`config.mk`:
```
export PLATFORM = sky130hd
export DESIGN_NAME = tar_stream_deframer
export DESIGN_NICKNAME = d
export VERILOG_FILES = /design/src/sv/tsd_pkg.sv /design/src/sv/tsd_front.sv /design/src/sv/tsd_queue.sv /design/src/sv/tsd_back.sv /design/src/sv/tar_stream_deframer.sv
export VERILOG_INCLUDE_DIRS = /design/src /design/src/sv
export SDC_FILE = /design/constraint.sdc
export NUM_CORES = 1
export LEC_CHECK = 0
export BUFFER_PORTS_ARGS = -buffer_cell sky130_fd_sc_hd__buf_2
export CAP_MARGIN = 20
export CORE_MARGIN = 8
export CORE_UTILIZATION = 57
export CTS_CLUSTER_SIZE = 12
export DETAILED_ROUTE_END_ITERATION = 16
export GPL_ROUTABILITY_DRIVEN = 0
export PLACE_DENSITY = 0.77
export SLEW_MARGIN = 20
export SYNTH_ARGS = -nofsm -noshare
export SYNTH_HDL_FRONTEND = slang
export SYNTH_SLANG_ARGS = --single-unit
```
`constraint.sdc`:
```
create_clock -name clk -period 5.1 [get_ports clk]
set_clock_uncertainty 0.05 [all_clocks]
set_input_delay 0.255 -clock clk [delete_from_list [all_inputs] [get_ports clk]]
set_output_delay 0.255 -clock clk [all_outputs]
set_load 0.1 [all_outputs]
```
`src/sv/assert_macros.svh`:
```
// ----------------------------------------------------------------------------
// assert_macros.svh
// Clocked assertion macros shared by the tar stream deframer modules.
// ----------------------------------------------------------------------------
`ifndef ASSERT_MACROS_SVH
`define ASSERT_MACROS_SVH

// Check a property on every rising edge of clk outside reset.
`define TSD_ASSERT(label, prop, msg) \
    label: assert property (@(posedge clk) disable iff (!rst_n) (prop)) \
        else $error(msg);

// Check that a condition never holds.
`define TSD_ASSERT_NEVER(label, cond, msg) \
    `TSD_ASSERT(label, !(cond), msg)

`endif

```
`src/sv/tsd_pkg.sv`:
```
// ----------------------------------------------------------------------------
// tsd_pkg
// Shared types and constants of the tar stream deframer.
// ----------------------------------------------------------------------------
package tsd_pkg;

    localparam logic [2:0] KIND_DATA    = 3'd0;
    localparam logic [2:0] KIND_FILE    = 3'd1;
    localparam logic [2:0] KIND_DIR     = 3'd2;
    localparam logic [2:0] KIND_END     = 3'd3;
    localparam logic [2:0] KIND_BAD_SUM = 3'd4;
    localparam logic [2:0] KIND_CORRUPT = 3'd5;

    localparam logic [8:0] BLOCK_LAST   = 9'd511;
    localparam logic [8:0] MODE_FIRST   = 9'd100;
    localparam logic [8:0] MODE_END     = 9'd107;
    localparam logic [8:0] SIZE_FIRST   = 9'd124;
    localparam logic [8:0] SIZE_END     = 9'd135;
    localparam logic [8:0] CHK_FIRST    = 9'd148;
    localparam logic [8:0] CHK_DIG_END  = 9'd154;
    localparam logic [8:0] CHK_END      = 9'd156;
    localparam logic [8:0] TYPE_POS     = 9'd156;
    localparam logic [8:0] PREFIX_POS   = 9'd345;

    localparam logic [7:0] ASCII_ZERO   = 8'd48;
    localparam logic [7:0] ASCII_SPACE  = 8'd32;

    localparam int QUEUE_DEPTH = 4;

    typedef struct packed {
        logic [2:0]  kind;
        logic [7:0]  data_byte;
        logic        last_data;
        logic [31:0] file_size;
        logic [20:0] file_mode;
        logic        has_prefix;
    } item_t;

endpackage

```
`src/sv/tsd_front.sv`:
```
// ----------------------------------------------------------------------------
// tsd_front
// Block framing and header parsing; emits one queue entry per result.
// ----------------------------------------------------------------------------
`include "assert_macros.svh"

module tsd_front
(
    input  logic                clk,
    input  logic                rst_n,
    input  logic                in_valid,
    input  logic [7:0]          byte_in,
    output logic                q_push,
    output tsd_pkg::item_t      q_item
);

    typedef enum logic [2:0] {
        PH_HEADER,
        PH_ZERO,
        PH_PAYLOAD,
        PH_PAD,
        PH_HALT
    } phase_t;

    phase_t         phase_reg, phase_next;
    logic [8:0]     byte_pos_reg, byte_pos_next;
    logic [16:0]    header_sum_reg, header_sum_next;
    logic [31:0]    checksum_reg, checksum_next;
    logic [31:0]    size_acc_reg, size_acc_next;
    logic [20:0]    mode_acc_reg, mode_acc_next;
    logic           regular_reg, regular_next;
    logic           prefix_reg, prefix_next;
    logic           all_zero_reg, all_zero_next;
    logic [31:0]    payload_left_reg, payload_left_next;
    logic [8:0]     pad_left_reg, pad_left_next;
    logic           q_push_reg, q_push_next;
    tsd_pkg::item_t q_item_reg, q_item_next;

    logic           clear;
    logic           in_chk_span;
    logic [31:0]    digit32;
    logic [20:0]    digit21;

    assign in_chk_span = (byte_pos_reg >= tsd_pkg::CHK_FIRST) &&
                         (byte_pos_reg < tsd_pkg::CHK_END);
    assign digit32 = {24'd0, byte_in} - {24'd0, tsd_pkg::ASCII_ZERO};
    assign digit21 = digit32[20:0];

    always_comb
    begin
        phase_next        = phase_reg;
        byte_pos_next     = byte_pos_reg;
        header_sum_next   = header_sum_reg;
        checksum_next     = checksum_reg;
        size_acc_next     = size_acc_reg;
        mode_acc_next     = mode_acc_reg;
        regular_next      = regular_reg;
        prefix_next       = prefix_reg;
        all_zero_next     = all_zero_reg;
        payload_left_next = payload_left_reg;
        pad_left_next     = pad_left_reg;
        q_push_next       = 1'b0;
        q_item_next       = '0;
        clear             = 1'b0;

        if (in_valid)
        begin
            unique case (phase_reg)
                PH_HEADER:
                begin
                    header_sum_next = header_sum_reg +
                        {9'd0, (in_chk_span ? tsd_pkg::ASCII_SPACE : byte_in)};
                    if (byte_in != 8'd0)
                        all_zero_next = 1'b0;
                    if (byte_pos_reg >= tsd_pkg::CHK_FIRST &&
                        byte_pos_reg < tsd_pkg::CHK_DIG_END)
                        checksum_next = {checksum_reg[28:0], 3'b000} + digit32;
                    if (byte_pos_reg >= tsd_pkg::SIZE_FIRST &&
                        byte_pos_reg < tsd_pkg::SIZE_END)
                        size_acc_next = {size_acc_reg[28:0], 3'b000} + digit32;
                    if (byte_pos_reg >= tsd_pkg::MODE_FIRST &&
                        byte_pos_reg < tsd_pkg::MODE_END)
                        mode_acc_next = {mode_acc_reg[17:0], 3'b000} + digit21;
                    if (byte_pos_reg == tsd_pkg::TYPE_POS)
                        regular_next = (byte_in == tsd_pkg::ASCII_ZERO) ||
                                       (byte_in == 8'd0);
                    if (byte_pos_reg == tsd_pkg::PREFIX_POS)
                        prefix_next = (byte_in != 8'd0);

                    if (byte_pos_reg != tsd_pkg::BLOCK_LAST)
                    begin
                        byte_pos_next = byte_pos_reg + 9'd1;
                    end
                    else if (all_zero_next)
                    begin
                        phase_next = PH_ZERO;
                        clear      = 1'b1;
                    end
                    else if (checksum_reg != {15'd0, header_sum_next})
                    begin
                        q_push_next      = 1'b1;
                        q_item_next.kind = tsd_pkg::KIND_BAD_SUM;
                        phase_next       = PH_HALT;
                    end
                    else
                    begin
                        q_push_next            = 1'b1;
                        q_item_next.file_size  = size_acc_reg;
                        q_item_next.file_mode  = mode_acc_reg;
                        q_item_next.has_prefix = prefix_reg;
                        clear                  = 1'b1;
                        phase_next             = PH_HEADER;
                        if (regular_reg)
                        begin
                            q_item_next.kind = tsd_pkg::KIND_FILE;
                            if (size_acc_reg != 32'd0)
                            begin
                                payload_left_next = size_acc_reg;
                                pad_left_next     = 9'd0 - size_acc_reg[8:0];
                                phase_next        = PH_PAYLOAD;
                            end
                        end
                        else
                        begin
                            q_item_next.kind = tsd_pkg::KIND_DIR;
                        end
                    end
                end
                PH_ZERO:
                begin
                    if (byte_in != 8'd0)
                        all_zero_next = 1'b0;
                    if (byte_pos_reg != tsd_pkg::BLOCK_LAST)
                    begin
                        byte_pos_next = byte_pos_reg + 9'd1;
                    end
                    else
                    begin
                        q_push_next      = 1'b1;
                        q_item_next.kind = all_zero_next ? tsd_pkg::KIND_END
                                                         : tsd_pkg::KIND_CORRUPT;
                        phase_next       = PH_HALT;
                    end
                end
                PH_PAYLOAD:
                begin
                    q_push_next           = 1'b1;
                    q_item_next.kind      = tsd_pkg::KIND_DATA;
                    q_item_next.data_byte = byte_in;
                    q_item_next.last_data = (payload_left_reg == 32'd1);
                    payload_left_next     = payload_left_reg - 32'd1;
                    if (payload_left_reg == 32'd1)
                    begin
                        phase_next = (pad_left_reg != 9'd0) ? PH_PAD : PH_HEADER;
                        clear      = 1'b1;
                    end
                end
                PH_PAD:
                begin
                    pad_left_next = pad_left_reg - 9'd1;
                    if (pad_left_reg == 9'd1)
                    begin
                        phase_next = PH_HEADER;
                        clear      = 1'b1;
                    end
                end
                PH_HALT:
                begin
                    phase_next = PH_HALT;
                end
                default:
                begin
                    phase_next = PH_HALT;
                end
            endcase

            if (clear)
            begin
                byte_pos_next   = 9'd0;
                header_sum_next = 17'd0;
                checksum_next   = 32'd0;
                size_acc_next   = 32'd0;
                mode_acc_next   = 21'd0;
                regular_next    = 1'b0;
                prefix_next     = 1'b0;
                all_zero_next   = 1'b1;
            end
        end
    end

    always_ff @(posedge clk or negedge rst_n)
    begin
        if (!rst_n)
        begin
            phase_reg        <= PH_HEADER;
            byte_pos_reg     <= 9'd0;
            header_sum_reg   <= 17'd0;
            checksum_reg     <= 32'd0;
            size_acc_reg     <= 32'd0;
            mode_acc_reg     <= 21'd0;
            regular_reg      <= 1'b0;
            prefix_reg       <= 1'b0;
            all_zero_reg     <= 1'b1;
            payload_left_reg <= 32'd0;
            pad_left_reg     <= 9'd0;
            q_push_reg       <= 1'b0;
        end
        else
        begin
            phase_reg        <= phase_next;
            byte_pos_reg     <= byte_pos_next;
            header_sum_reg   <= header_sum_next;
            checksum_reg     <= checksum_next;
            size_acc_reg     <= size_acc_next;
            mode_acc_reg     <= mode_acc_next;
            regular_reg      <= regular_next;
            prefix_reg       <= prefix_next;
            all_zero_reg     <= all_zero_next;
            payload_left_reg <= payload_left_next;
            pad_left_reg     <= pad_left_next;
            q_push_reg       <= q_push_next;
        end
    end

    always_ff @(posedge clk)
    begin
        q_item_reg <= q_item_next;
    end

    assign q_push = q_push_reg;
    assign q_item = q_item_reg;

    `TSD_ASSERT(a_payload_nonzero,
        (phase_reg == PH_PAYLOAD) |-> (payload_left_reg != 32'd0),
        "payload phase with no bytes left")
    `TSD_ASSERT(a_halt_silent,
        (phase_reg == PH_HALT) |=> !q_push_reg,
        "entry emitted after halt")
    `TSD_ASSERT(a_halt_sticky,
        (phase_reg == PH_HALT) |=> (phase_reg == PH_HALT),
        "left halt without reset")

endmodule

```
`src/sv/tsd_queue.sv`:
```
// ----------------------------------------------------------------------------
// tsd_queue
// Short queue between the parsing front and the result back end.
// ----------------------------------------------------------------------------
`include "assert_macros.svh"

module tsd_queue
#(
    parameter int DEPTH = tsd_pkg::QUEUE_DEPTH
)
(
    input  logic           clk,
    input  logic           rst_n,
    input  logic           wr_en,
    input  tsd_pkg::item_t wr_item,
    output logic           full,
    output logic           almost_full,
    input  logic           rd_en,
    output tsd_pkg::item_t rd_item,
    output logic           empty
);

    localparam int PTR_W = (DEPTH > 1) ? $clog2(DEPTH) : 1;
    localparam int CNT_W = $clog2(DEPTH + 1);
    localparam logic [PTR_W-1:0] PTR_LAST  = PTR_W'(DEPTH - 1);
    localparam logic [CNT_W-1:0] CNT_FULL  = CNT_W'(DEPTH);
    localparam logic [CNT_W-1:0] CNT_AFULL = CNT_W'(DEPTH - 1);

    tsd_pkg::item_t   slot_reg [DEPTH];
    logic [PTR_W-1:0] wr_ptr_reg, wr_ptr_next;
    logic [PTR_W-1:0] rd_ptr_reg, rd_ptr_next;
    logic [CNT_W-1:0] count_reg, count_next;
    logic             do_wr, do_rd;

    assign full        = (count_reg == CNT_FULL);
    assign almost_full = (count_reg >= CNT_AFULL);
    assign empty       = (count_reg == '0);
    assign do_wr       = wr_en && !full;
    assign do_rd       = rd_en && !empty;

    always_comb
    begin
        wr_ptr_next = wr_ptr_reg;
        rd_ptr_next = rd_ptr_reg;
        count_next  = count_reg;
        if (do_wr)
            wr_ptr_next = (wr_ptr_reg == PTR_LAST) ? '0 : wr_ptr_reg + 1'b1;
        if (do_rd)
            rd_ptr_next = (rd_ptr_reg == PTR_LAST) ? '0 : rd_ptr_reg + 1'b1;
        if (do_wr && !do_rd)
            count_next = count_reg + 1'b1;
        else if (do_rd && !do_wr)
            count_next = count_reg - 1'b1;
    end

    always_ff @(posedge clk or negedge rst_n)
    begin
        if (!rst_n)
        begin
            wr_ptr_reg <= '0;
            rd_ptr_reg <= '0;
            count_reg  <= '0;
        end
        else
        begin
            wr_ptr_reg <= wr_ptr_next;
            rd_ptr_reg <= rd_ptr_next;
            count_reg  <= count_next;
        end
    end

    always_ff @(posedge clk)
    begin
        if (do_wr)
            slot_reg[wr_ptr_reg] <= wr_item;
    end

    assign rd_item = slot_reg[rd_ptr_reg];

    `TSD_ASSERT(a_count_bound,
        count_reg <= CNT_FULL,
        "queue count beyond depth")
    `TSD_ASSERT_NEVER(a_no_overflow,
        wr_en && full,
        "write into full queue")

endmodule

```
`src/sv/tsd_back.sv`:
```
// ----------------------------------------------------------------------------
// tsd_back
// Result stage: moves queue entries into the output register.
// ----------------------------------------------------------------------------
`include "assert_macros.svh"

module tsd_back
(
    input  logic           clk,
    input  logic           rst_n,
    input  logic           q_empty,
    input  tsd_pkg::item_t q_item,
    output logic           q_pop,
    output logic           empty,
    input  logic           pop,
    output logic [2:0]     kind,
    output logic [7:0]     data_byte,
    output logic           last_data,
    output logic [31:0]    file_size,
    output logic [20:0]    file_mode,
    output logic           has_prefix
);

    logic           out_valid_reg, out_valid_next;
    tsd_pkg::item_t out_item_reg;
    logic           load;

    assign load           = !q_empty && (!out_valid_reg || pop);
    assign out_valid_next = load || (out_valid_reg && !pop);
    assign q_pop          = load;

    always_ff @(posedge clk or negedge rst_n)
    begin
        if (!rst_n)
            out_valid_reg <= 1'b0;
        else
            out_valid_reg <= out_valid_next;
    end

    always_ff @(posedge clk)
    begin
        if (load)
            out_item_reg <= q_item;
    end

    assign empty      = !out_valid_reg;
    assign kind       = out_item_reg.kind;
    assign data_byte  = out_item_reg.data_byte;
    assign last_data  = out_item_reg.last_data;
    assign file_size  = out_item_reg.file_size;
    assign file_mode  = out_item_reg.file_mode;
    assign has_prefix = out_item_reg.has_prefix;

    `TSD_ASSERT(a_refill,
        (!q_empty && !out_valid_reg) |=> out_valid_reg,
        "waiting entry not moved to output")

endmodule

```
`src/sv/tar_stream_deframer.sv`:
```
// ----------------------------------------------------------------------------
// tar_stream_deframer
// Tar archive byte stream parser: header results and file payload bytes.
// ----------------------------------------------------------------------------
// Takes one archive byte per cycle, every cycle, as long as full is low; full
// rises only when the result queue (QUEUE_DEPTH entries, set by the queue
// between the header parser and the output register) has no free slot left
// once the entry still on its way from the parser is counted, which happens
// only while pop is held low. A result is registered in the parser, written
// into the queue, then loaded into the output register. Each header is
// checked at its last byte; a file's payload bytes come out with last_data on
// the final one and its padding is dropped. After an end, bad checksum or
// corrupt result every byte is taken and ignored until reset.
// ----------------------------------------------------------------------------
module tar_stream_deframer
#(
    parameter int QUEUE_DEPTH = tsd_pkg::QUEUE_DEPTH
)
(
    input  logic        clk,
    input  logic        rst_n,
    input  logic        push,
    output logic        full,
    input  logic [7:0]  byte_in,
    output logic        empty,
    input  logic        pop,
    output logic [2:0]  kind,
    output logic [7:0]  data_byte,
    output logic        last_data,
    output logic [31:0] file_size,
    output logic [20:0] file_mode,
    output logic        has_prefix
);

    logic           in_valid;
    logic           q_push;
    logic           q_full;
    logic           q_almost_full;
    logic           q_empty;
    logic           q_pop;
    tsd_pkg::item_t q_wr_item;
    tsd_pkg::item_t q_rd_item;

    assign full     = q_full || (q_almost_full && q_push);
    assign in_valid = push && !full;

    tsd_front u_front
    (
        .clk      (clk),
        .rst_n    (rst_n),
        .in_valid (in_valid),
        .byte_in  (byte_in),
        .q_push   (q_push),
        .q_item   (q_wr_item)
    );

    tsd_queue #(.DEPTH(QUEUE_DEPTH)) u_queue
    (
        .clk         (clk),
        .rst_n       (rst_n),
        .wr_en       (q_push),
        .wr_item     (q_wr_item),
        .full        (q_full),
        .almost_full (q_almost_full),
        .rd_en       (q_pop),
        .rd_item     (q_rd_item),
        .empty       (q_empty)
    );

    tsd_back u_back
    (
        .clk        (clk),
        .rst_n      (rst_n),
        .q_empty    (q_empty),
        .q_item     (q_rd_item),
        .q_pop      (q_pop),
        .empty      (empty),
        .pop        (pop),
        .kind       (kind),
        .data_byte  (data_byte),
        .last_data  (last_data),
        .file_size  (file_size),
        .file_mode  (file_mode),
        .has_prefix (has_prefix)
    );

endmodule
```
==> results.sh, run 1 <==
export IMPL_clkTransAtPathRegs_ns=0.06
export IMPL_status="finished, final reports clean"
export IMPL_die_area_um2=54000
export IMPL_path_common_cell="buf_4"
export IMPL_synth_edf_count=330
export IMPL_final_nets=2354
export IMPL_port_buffers=79
export IMPL_syn_area_per_cell_um2=12.5
export IMPL_cap_violations=0
export IMPL_antenna_found_initial=1
export IMPL_wl_um=60700
export IMPL_insertion_delay_ns=0.63
export IMPL_yosys_most_used_dff="edfxtp_1"
export IMPL_cp_data_arrival_time_ns=5.30
export IMPL_hold_slack_ns=0.0391
export IMPL_synth_nets=2249
export IMPL_ant_nets=0
export IMPL_grt_pass1_vias=18000
export IMPL_power_density_nw_per_um2=495
export IMPL_ys_warn_count=0
export IMPL_cts_max_level=2
export IMPL_fillers=3241
export IMPL_setup_viol=0
export IMPL_hold_viol=0
export IMPL_gr_total_overflow=0
export IMPL_grt_first_pass_wirelength_um=97300
export IMPL_cp_required_ns=5.54
export IMPL_final_max_slew_viol_count=0
export IMPL_cts_buffers_inserted=57
export IMPL_dr_pass1_iters=5
export IMPL_die_x_um=232
export IMPL_period_share_pct=95.4
export IMPL_initial_utilization_pct=57.5
export IMPL_syn_cell_area_um2=26700
export IMPL_syn2layout_area_growth_pct=11.8
export IMPL_ys_seq_area_share_pct=57.8
export IMPL_grt_start_max_net_pins=168
export IMPL_io_pins=80
export IMPL_cp_top_family="simple AND/OR/NAND/NOR gates"
export IMPL_largest_reg_flops=264
export IMPL_die_height_um=232
export IMPL_via_per_inst=6.27
export IMPL_cp_slowest_cell="or4_4"
export IMPL_async_reset_ff_share_pct=29.7
export IMPL_critPathMaxFanout=15
export IMPL_wl_per_cell_um=21.0
export IMPL_ir_worst_vdd_v=0.000901
export IMPL_diodes=0
export IMPL_drive_above_1_share_pct=16.4
export IMPL_netlist_instances=2134
export IMPL_crit_path_end_kind="register"
export IMPL_via_count=18100
export IMPL_fmax_mhz=205
export IMPL_grt_total_usage_pct=22.3
export IMPL_crit_chain="nor4b_2 > o211ai_1 > buf_4 > and2_1 > ha_1 > inv_1 > fa_1 > xor2_1 > or3b_2 > nor4_1 > nand4_1 > or4_4 > o31ai_4 > buf_4 > nor3_1 > mux2_2"
export IMPL_start_kind="register"
export IMPL_final_util_pct=64.3
export IMPL_max_slew_margin_pct=28.8
export IMPL_clockRootBuffer="clkbuf_16"
export IMPL_ys_types=78
export IMPL_drc_errors=0
export IMPL_max_stage_delay_ns=0.52
export IMPL_core_area_um2=46400
export IMPL_hp_class="input port to register"
export IMPL_setup_tns_ns=0
export IMPL_fin_crit_ns=4.87
export IMPL_dpl_hpwl_um=39500
export IMPL_std_cell_rows=79
export IMPL_path_buf_inv=3
export IMPL_total_power_mw=14.7
export IMPL_synth_seq_cells=563
export IMPL_path_class="register to register"
export IMPL_worstMarginPinSlew_ns=1.07
export IMPL_numClockSinks=563
export IMPL_p_leak_nw=12.2
export IMPL_grt_setup_unrepaired="yes"
export IMPL_cts_tree="built"
export IMPL_clock_path_buffers=3
export IMPL_drt_iter0_drc=1906
[cells in the final DEF, fill, tap and decap left out, drive strengths merged, types with 70 or more instances in the layout]
cell type    n
edfxtp     330
o21ai      124
ha          98
and2        75
a21oi       92
inv         71
buf        127
mux2        70
clkbuf      90
dfrtp      166
nand2      116
nor2       148
[layout make-up]
| cell class | count | area, um^2 | area share (%) |
|---|---|---|---|
| Timing Repair Buffer | 135 | 945 | 3.17 |
| Clock buffer | 90 | 1560 | 5.23 |
| Inverter | 68 | 255 | 0.856 |
| Tap cell | 607 | 759 | 2.55 |
| Clock inverter | 17 | 174 | 0.583 |
| Sequential cell | 563 | 15400 | 51.7 |
| Multi-Input combinational cell | 1414 | 10700 | 35.9 |
[cell families after synthesis]
kind of cell	synth area share [%]
flops	57.8
compound gates	11.2
mux	8.79
buf+inv	2.40
fa+ha+maj	4.97
xor+xnor	2.95
simple gates	11.9
[Yosys cell counts (25+ instances only)]
master,instances,area [um^2]
a31oi_1,47,294
nand3_1,64,320
o21ai_0,113,566
nor2_1,146,548
nor4_1,26,163
and2_1,75,469
mux2_2,70,788
dfrtp_1,166,4150
inv_1,68,255
nand2b_1,25,156
clkbuf_1,51,191
edfxtp_1,330,9910
nor3_1,56,280
ha_1,98,1230
dfxtp_1,66,1320
xnor2_1,40,350
mux4_2,66,1490
a21o_1,25,188
xor2_1,42,368
nand2_1,116,435
a21oi_1,92,460
[layer usage]
layer	routed length, um	GRT usage [%]
met5	0	0
met2	29400	37.3
met1	25400	29.5
met4	1930	7.34
met3	3920	3.87
[where the power goes]
group	internal (mW)	switching (mW)
registers	5.76	0.507
logic	1.23	3.31
clock network	2.21	1.73
[metrics by stage]
| step | instances | worst slack, ns | instance area (um^2) |
|---|---|---|---|
| 2_1_floorplan | 2134 | 0.311 | 26700 |
| 3_3_place_gp | 2777 | 0.122 | 27900 |
| 3_5_place_dp | 2777 | -0.00307 | 27900 |
| 4_1_cts | 2892 | 0.0200 | 29800 |
| 5_1_grt | 2894 | -0.00888 | 29800 |
| 6_report | 2894 | 0.234 | 29800 |
[worst reg2reg max path, delay by kind of cell, from the launching register on]
family | cells | cell delay, ns
AND/OR/NAND/NOR | 7 | 2.07
adder cells (fa/ha/maj) | 2 | 0.65
buffers and inverters | 3 | 0.56
AO/OA/AOI/OAI | 2 | 0.48
flip-flops | 1 | 0.45
multiplexers | 1 | 0.28
XOR/XNOR | 1 | 0.20
[final timing paths]
kind | start | to | slack, ns | cells past startpoint
max | u_front.byte_pos_reg[6] | u_front.mode_acc_reg[11] | 0.23 | 16
min in group asynchronous | rst_n | u_queue.rd_ptr_reg[0] | 0.27 | 3
max reg2reg | u_front.byte_pos_reg[6] | u_front.mode_acc_reg[11] | 0.23 | 16
min reg2reg | u_front.q_item[65] | u_queue.slot_reg[0][65] | 0.42 | 0
max in group asynchronous | rst_n | u_back.out_valid_reg | 3.91 | 3
min | byte_in[5] | u_front.q_item[60] | 0.04 | 3
[timing repair]
item | CTS | global route
gates resized for setup | 2 | 9
pin swaps | 0 | 0
hold endpoints to repair | 173 | 0
setup endpoints to repair | 17 | 154
hold buffers | 8 | 0
setup buffers | 0 | 2
cloned | 0 | 0
No activity file was read; power rests on OpenSTA's default activity.
==> inputs of run 2 (changes only) <==
clock period = 4.1 ns   (was 5.1 ns; I/O delays follow)
==> run 2 against run 1 <==
Final cell count is 5.2% higher. The run now ends with negative setup slack left. Clock power is 32% higher. Combinational power is 47% higher. Largest power group unchanged. Sequential power is 25% higher. Final area is 11% higher. Via count is 9.0% higher. Worst hold slack better by 0.18 ns. Largest cell class unchanged. Clock-buffer cell count is 7 higher.
==> results.sh, run 2 (same netlist as run 1, synthesis figures left out) <==
export IMPL_final_common_cell="edfxtp_1"
export IMPL_die_area_um2=54000
export IMPL_die_height_um=232
export IMPL_wl_um=73900
export IMPL_period_share_pct=113
export IMPL_port_buffers=79
export IMPL_fin_crit_ns=4.64
export IMPL_insertion_delay_ns=0.63
export IMPL_crit_path_end_kind="register"
export IMPL_cp_required_ns=4.54
export IMPL_cp_slowest_cell="or4_4"
export IMPL_via_count=19800
export IMPL_violations="negative setup slack"
export IMPL_drc_errors=0
export IMPL_initial_utilization_pct=57.5
export IMPL_numClockSinks=563
export IMPL_clkTransAtPathRegs_ns=0.06
export IMPL_grt_setup_unrepaired="yes"
export IMPL_max_stage_delay_ns=0.61
export IMPL_grt_pass1_vias=20100
export IMPL_fmax_mhz=215
export IMPL_status="complete, but fails checks"
export IMPL_fillers=2823
export IMPL_antenna_found_initial=2
export IMPL_critPathMaxFanout=7
export IMPL_syn2layout_area_growth_pct=24.0
export IMPL_std_cell_rows=79
export IMPL_setup_tns_ns=-74.53
export IMPL_clockRootBuffer="clkbuf_16"
export IMPL_ir_worst_vdd_v=0.000872
export IMPL_cap_violations=0
export IMPL_setup_viol=212
export IMPL_hold_viol=0
export IMPL_final_max_slew_viol_count=0
export IMPL_crit_chain="nor4b_4 > o211ai_1 > buf_4 > and2_1 > ha_4 > o21ai_4 > o32ai_4 > o21a_1 > buf_4 > nand4_1 > o211a_1 > or4_4 > o31ai_4 > buf_6 > buf_12 > buf_12 > clkbuf_16 > nor2_2 > mux2_4"
export IMPL_grt_total_usage_pct=26.1
export IMPL_grt_first_pass_wirelength_um=112000
export IMPL_p_leak_nw=13.4
export IMPL_clock_path_buffers=3
export IMPL_grt_start_max_net_pins=90
export IMPL_ant_nets=0
export IMPL_drive_above_1_share_pct=28.9
export IMPL_final_nets=2502
export IMPL_cp_top_family="compound AO/OA/AOI/OAI gates"
export IMPL_wl_per_cell_um=24.3
export IMPL_final_cell_mix="edfxtp_1 (330), dfrtp_1 (162), nor2_1 (126)"
export IMPL_gr_total_overflow=0
export IMPL_cp_data_arrival_time_ns=5.08
export IMPL_max_slew_margin_pct=32.0
export IMPL_cts_tree="built"
export IMPL_cts_buffers_inserted=58
export IMPL_dr_pass1_iters=6
export IMPL_largest_reg_flops=264
export IMPL_final_util_pct=71.3
export IMPL_worstMarginPinSlew_ns=1.02
export IMPL_die_x_um=232
export IMPL_setup_slack_ns=-0.541
export IMPL_via_per_inst=6.50
export IMPL_drt_iter0_drc=2178
export IMPL_path_class="register to register"
export IMPL_start_kind="register"
export IMPL_cts_max_level=2
export IMPL_io_pins=80
export IMPL_path_buf_inv=6
export IMPL_hp_class="input port to async pin"
export IMPL_dpl_hpwl_um=41900
export IMPL_power_density_nw_per_um2=597
export IMPL_core_area_um2=46400
[run 2: area by class of cell]
type	count	area, um^2	area share, %
Tap cell	607	759	2.30
Sequential cell	563	15400	46.6
Timing Repair Buffer	281	2740	8.29
Clock inverter	12	205	0.621
Clock buffer	97	1680	5.08
Antenna cell	1	2.50	0.00757
Inverter	68	255	0.772
Multi-Input combinational cell	1415	12000	36.3
[run 2: final timing paths]
kind	start	to	slack (ns)	cells past startpoint
worst min-delay path	rst_n	u_front.header_sum_reg[5]	0.22	2
worst max-delay path	u_front.byte_pos_reg[8]	u_front.size_acc_reg[15]	-0.54	19
min in group clk	push	u_front.byte_pos_reg[6]	0.23	4
worst max register to register	u_front.byte_pos_reg[8]	u_front.size_acc_reg[15]	-0.54	19
max in group asynchronous	rst_n	u_front.pad_left_reg[7]	2.88	3
worst min register to register	u_front.q_item[35]	u_queue.slot_reg[3][35]	0.42	0
[run 2: what timing repair did]
| action | CTS | global route |
|---|---|---|
| buffers inserted | 41 | 12 |
| pin swaps | 36 | 31 |
| endpoints found under the hold margin | 96 | 0 |
| setup endpoints to repair | 213 | 214 |
| gates resized for setup | 162 | 104 |
| cloned | 15 | 9 |
| hold buffers | 9 | 0 |
[run 2: where the power goes]
part	leakage (nW)	switching [mW]	internal [mW]
Combinational	6.51	4.69	2.00
Sequential	6.03	0.678	7.16
Clock	0.896	2.22	2.99
Total	13.4	7.59	12.2
[run 2: per-layer routing]
| metal | GRT usage, % | up-vias | part of all wire (%) |
|---|---|---|---|
| met2 | 43.9 | 1125 | 49 |
| li1 | - | 8591 | - |
| met5 | 0 | - | 0 |
| met4 | 11.4 | 0 | 4.8 |
| met1 | 32.4 | 9744 | 38 |
| met3 | 5.40 | 314 | 8.7 |
[run 2: stage by stage]
| step | hold WS, ns | worst slack [ns] | power [mW] | instance area, um^2 | cells |
|---|---|---|---|---|---|
| after floorplan | -0.141 | -0.303 | 12.4 | 27200 | 2134 |
| after global placement | 0.306 | -0.462 | 13.6 | 29000 | 2864 |
| after detailed placement | 0.315 | -0.545 | 13.8 | 29000 | 2864 |
| after CTS | 0.169 | -0.485 | 19.6 | 32500 | 3033 |
| after global routing | 0.238 | -0.656 | 20.4 | 33100 | 3043 |
| final | 0.219 | -0.541 | 19.7 | 33100 | 3044 |
==> inputs of run 3 (changes only) <==
CORE_ASPECT_RATIO = 1.75   (was default)
GPL_ROUTABILITY_DRIVEN = default   (was 0)
==> run 3 against run 2 <==
The run still ends with negative setup slack left. Maximum frequency increased by 0.14%. Non-clock buffer count increased by 3. Global-route usage decreased by 1.3 points. Die area increased by 0.51%. Clock power decreased by 12%. Clock-buffer cell count decreased by 4. Combinational power decreased by 3.7%. Register-to-register slack about the same. Worst hold slack got worse by 0.16 ns.
==> results.sh, run 3 (same netlist as run 1, synthesis figures left out) <==
export IMPL_largest_reg_flops=264
export IMPL_grt_pass1_vias=19600
export IMPL_ir_worst_vdd_v=0.000405
export IMPL_crit_chain="nor4b_4 > o211ai_1 > buf_4 > and2_4 > ha_4 > a211oi_4 > o32ai_4 > buf_4 > o21ai_2 > o32ai_1 > a2111o_1 > or4_4 > o31ai_4 > buf_12 > buf_16 > nor2_1 > mux2_2"
export IMPL_gp_congestion=0.949
export IMPL_period_share_pct=113
export IMPL_power_density_nw_per_um2=579
export IMPL_fmax_mhz=216
export IMPL_grt_start_max_net_pins=89
export IMPL_fillers=3010
export IMPL_cp_slowest_cell="or4_4"
export IMPL_final_max_slew_viol_count=0
export IMPL_insertion_delay_ns=0.62
export IMPL_clkTransAtPathRegs_ns=0.06
export IMPL_numClockSinks=563
export IMPL_wl_um=72500
export IMPL_hp_class="input port to register"
export IMPL_die_x_um=179
export IMPL_port_buffers=79
export IMPL_setup_viol=213
export IMPL_final_nets=2499
export IMPL_die_height_um=302
export IMPL_status="complete, but fails checks"
export IMPL_p_leak_nw=13.3
export IMPL_clock_path_buffers=3
export IMPL_grt_first_pass_wirelength_um=107000
export IMPL_io_pins=80
export IMPL_syn2layout_area_growth_pct=22.1
export IMPL_hold_viol=0
export IMPL_worstMarginPinSlew_ns=0.877
export IMPL_dr_pass1_iters=5
export IMPL_path_buf_inv=4
export IMPL_die_area_um2=54200
export IMPL_p_comb_share_pct=34.2
export IMPL_ant_nets=0
export IMPL_cts_buffers_inserted=53
export IMPL_wl_per_cell_um=24.0
export IMPL_grt_total_usage_pct=24.8
export IMPL_std_cell_rows=105
export IMPL_max_stage_delay_ns=0.58
export IMPL_clockPowerShare_pct=24.3
export IMPL_cp_top_family="compound AO/OA/AOI/OAI gates"
export IMPL_p_switching_mw=7.30
export IMPL_setup_slack_ns=-0.535
export IMPL_core_area_um2=46500
export IMPL_start_kind="register"
export IMPL_violations="negative setup slack"
export IMPL_dpl_hpwl_um=45500
export IMPL_cp_required_ns=4.53
export IMPL_cap_violations=0
export IMPL_drive_above_1_share_pct=28.4
export IMPL_grt_setup_unrepaired="yes"
export IMPL_dp_cells=2857
export IMPL_antenna_found_initial=2
export IMPL_via_count=19300
export IMPL_final_cells=3015
export IMPL_path_common_cell="buf_4"
export IMPL_clockRootBuffer="clkbuf_16"
export IMPL_via_per_inst=6.41
export IMPL_cp_data_arrival_time_ns=5.07
export IMPL_switching_share_pct=38.7
export IMPL_max_slew_margin_pct=41.5
export IMPL_final_common_cell="edfxtp_1"
export IMPL_crit_path_end_kind="register"
export IMPL_fin_crit_ns=4.64
export IMPL_initial_utilization_pct=57.3
export IMPL_cts_max_level=2
export IMPL_regToRegSetupSlack_ns=-0.54
export IMPL_startpoint="u_front.byte_pos_reg[6]"
export IMPL_final_util_pct=70.0
export IMPL_drc_errors=0
export IMPL_gr_total_overflow=0
export IMPL_final_cell_mix="edfxtp_1 (330), dfrtp_1 (162), nor2_1 (132), buf_4 (132), nand2_1 (112)"
export IMPL_path_class="register to register"
export IMPL_drt_iter0_drc=1535
export IMPL_critPathMaxFanout=11
export IMPL_diodes=0
export IMPL_hold_path_startpoint="byte_in[3]"
export IMPL_cts_tree="built"
export IMPL_worstReg2RegStart="u_front.byte_pos_reg[6]"
export IMPL_pwr_share_seq_pct=41.6
export IMPL_internal_power_mw=11.6
run 3: changes by cell type in the layout (fill, tap and decap cells not counted), sizes merged:
cell | before | now
nor2 | 149 | 148
bufinv | 3 | 0
clkinvlp | 2 | 0
clkbuf | 104 | 102
diode | 1 | 0
clkinv | 7 | 3
buf | 265 | 267
dlygate4sd3 | 9 | 8
inv | 68 | 70
run 3: power by group through the flow:
stage	Clock, mW	Combinational, mW	Sequential, mW
6_report	4.57	6.44	7.84
5_1_grt	4.83	6.77	7.94
4_1_cts	4.61	6.13	7.78
3_5_place_dp	0	5.95	7.87
3_3_place_gp	0	5.82	7.81
2_1_floorplan	0	2.75	9.68
run 3: area by class of cell:
cell class	count	area, um^2	share of cell area (%)
clock inverters	5	80.1	0.246
inverters	68	255	0.784
flip-flops and latches	563	15400	47.4
well taps	588	736	2.26
repair buffers	284	2660	8.17
clock buffers	93	1490	4.56
multi-input cells	1414	11900	36.6
run 3: per-stage QoR:
step                      instance area, um^2  TNS (ns)  setup slack (ns)  hold slack [ns]  power, mW
after floorplan                         27200    -28.88            -0.303           -0.141       12.4
after global routing                    32600   -108.42            -0.645           0.0295       19.5
after global placement                  29000   -142.24            -0.873            0.276       13.6
after detailed placement                29000   -137.76            -0.832            0.282       13.8
final                                   32600    -81.30            -0.535           0.0549       18.9
after CTS                               31300    -88.44            -0.574           0.0216       18.5
run 3: path summary, 6_finish.rpt:
path / cells past startpoint / end
setup / recovery: 17 / u_front.mode_acc_reg[16]
hold / removal: 3 / u_front.q_item[58]
setup reg to reg: 17 / u_front.mode_acc_reg[16]
hold reg to reg: 0 / u_queue.slot_reg[1][33]
max in group asynchronous: 3 / u_queue.rd_ptr_reg[0]
min in group asynchronous: 2 / u_front.checksum_reg[17]
run 3: layer usage:
layer	wire, um	track usage [%]
met4	5680	15.0
met2	37700	45.9
met3	4160	3.10
met5	8	0
met1	24900	26.8
run 3: worst register-to-register path, cell delays in order (launching register included):
cell,delay [ns]
dfrtp_1,0.40
nor4b_4,0.31
o211ai_1,0.27
buf_4,0.26
and2_4,0.16
ha_4,0.25
a211oi_4,0.31
o32ai_4,0.16
buf_4,0.16
o21ai_2,0.14
o32ai_1,0.10
a2111o_1,0.36
or4_4,0.58
o31ai_4,0.24
buf_12,0.24
buf_16,0.20
nor2_1,0.08
mux2_2,0.27
run 3: what timing repair did:
action / CTS / global route
cloned: 7 / 15
buffers inserted: 19 / 24
hold buffers: 8 / 0
resized for setup: 38 / 208
endpoints found under the hold margin: 90 / 0
pin swaps: 12 / 47
endpoints found under the setup margin: 214 / 214
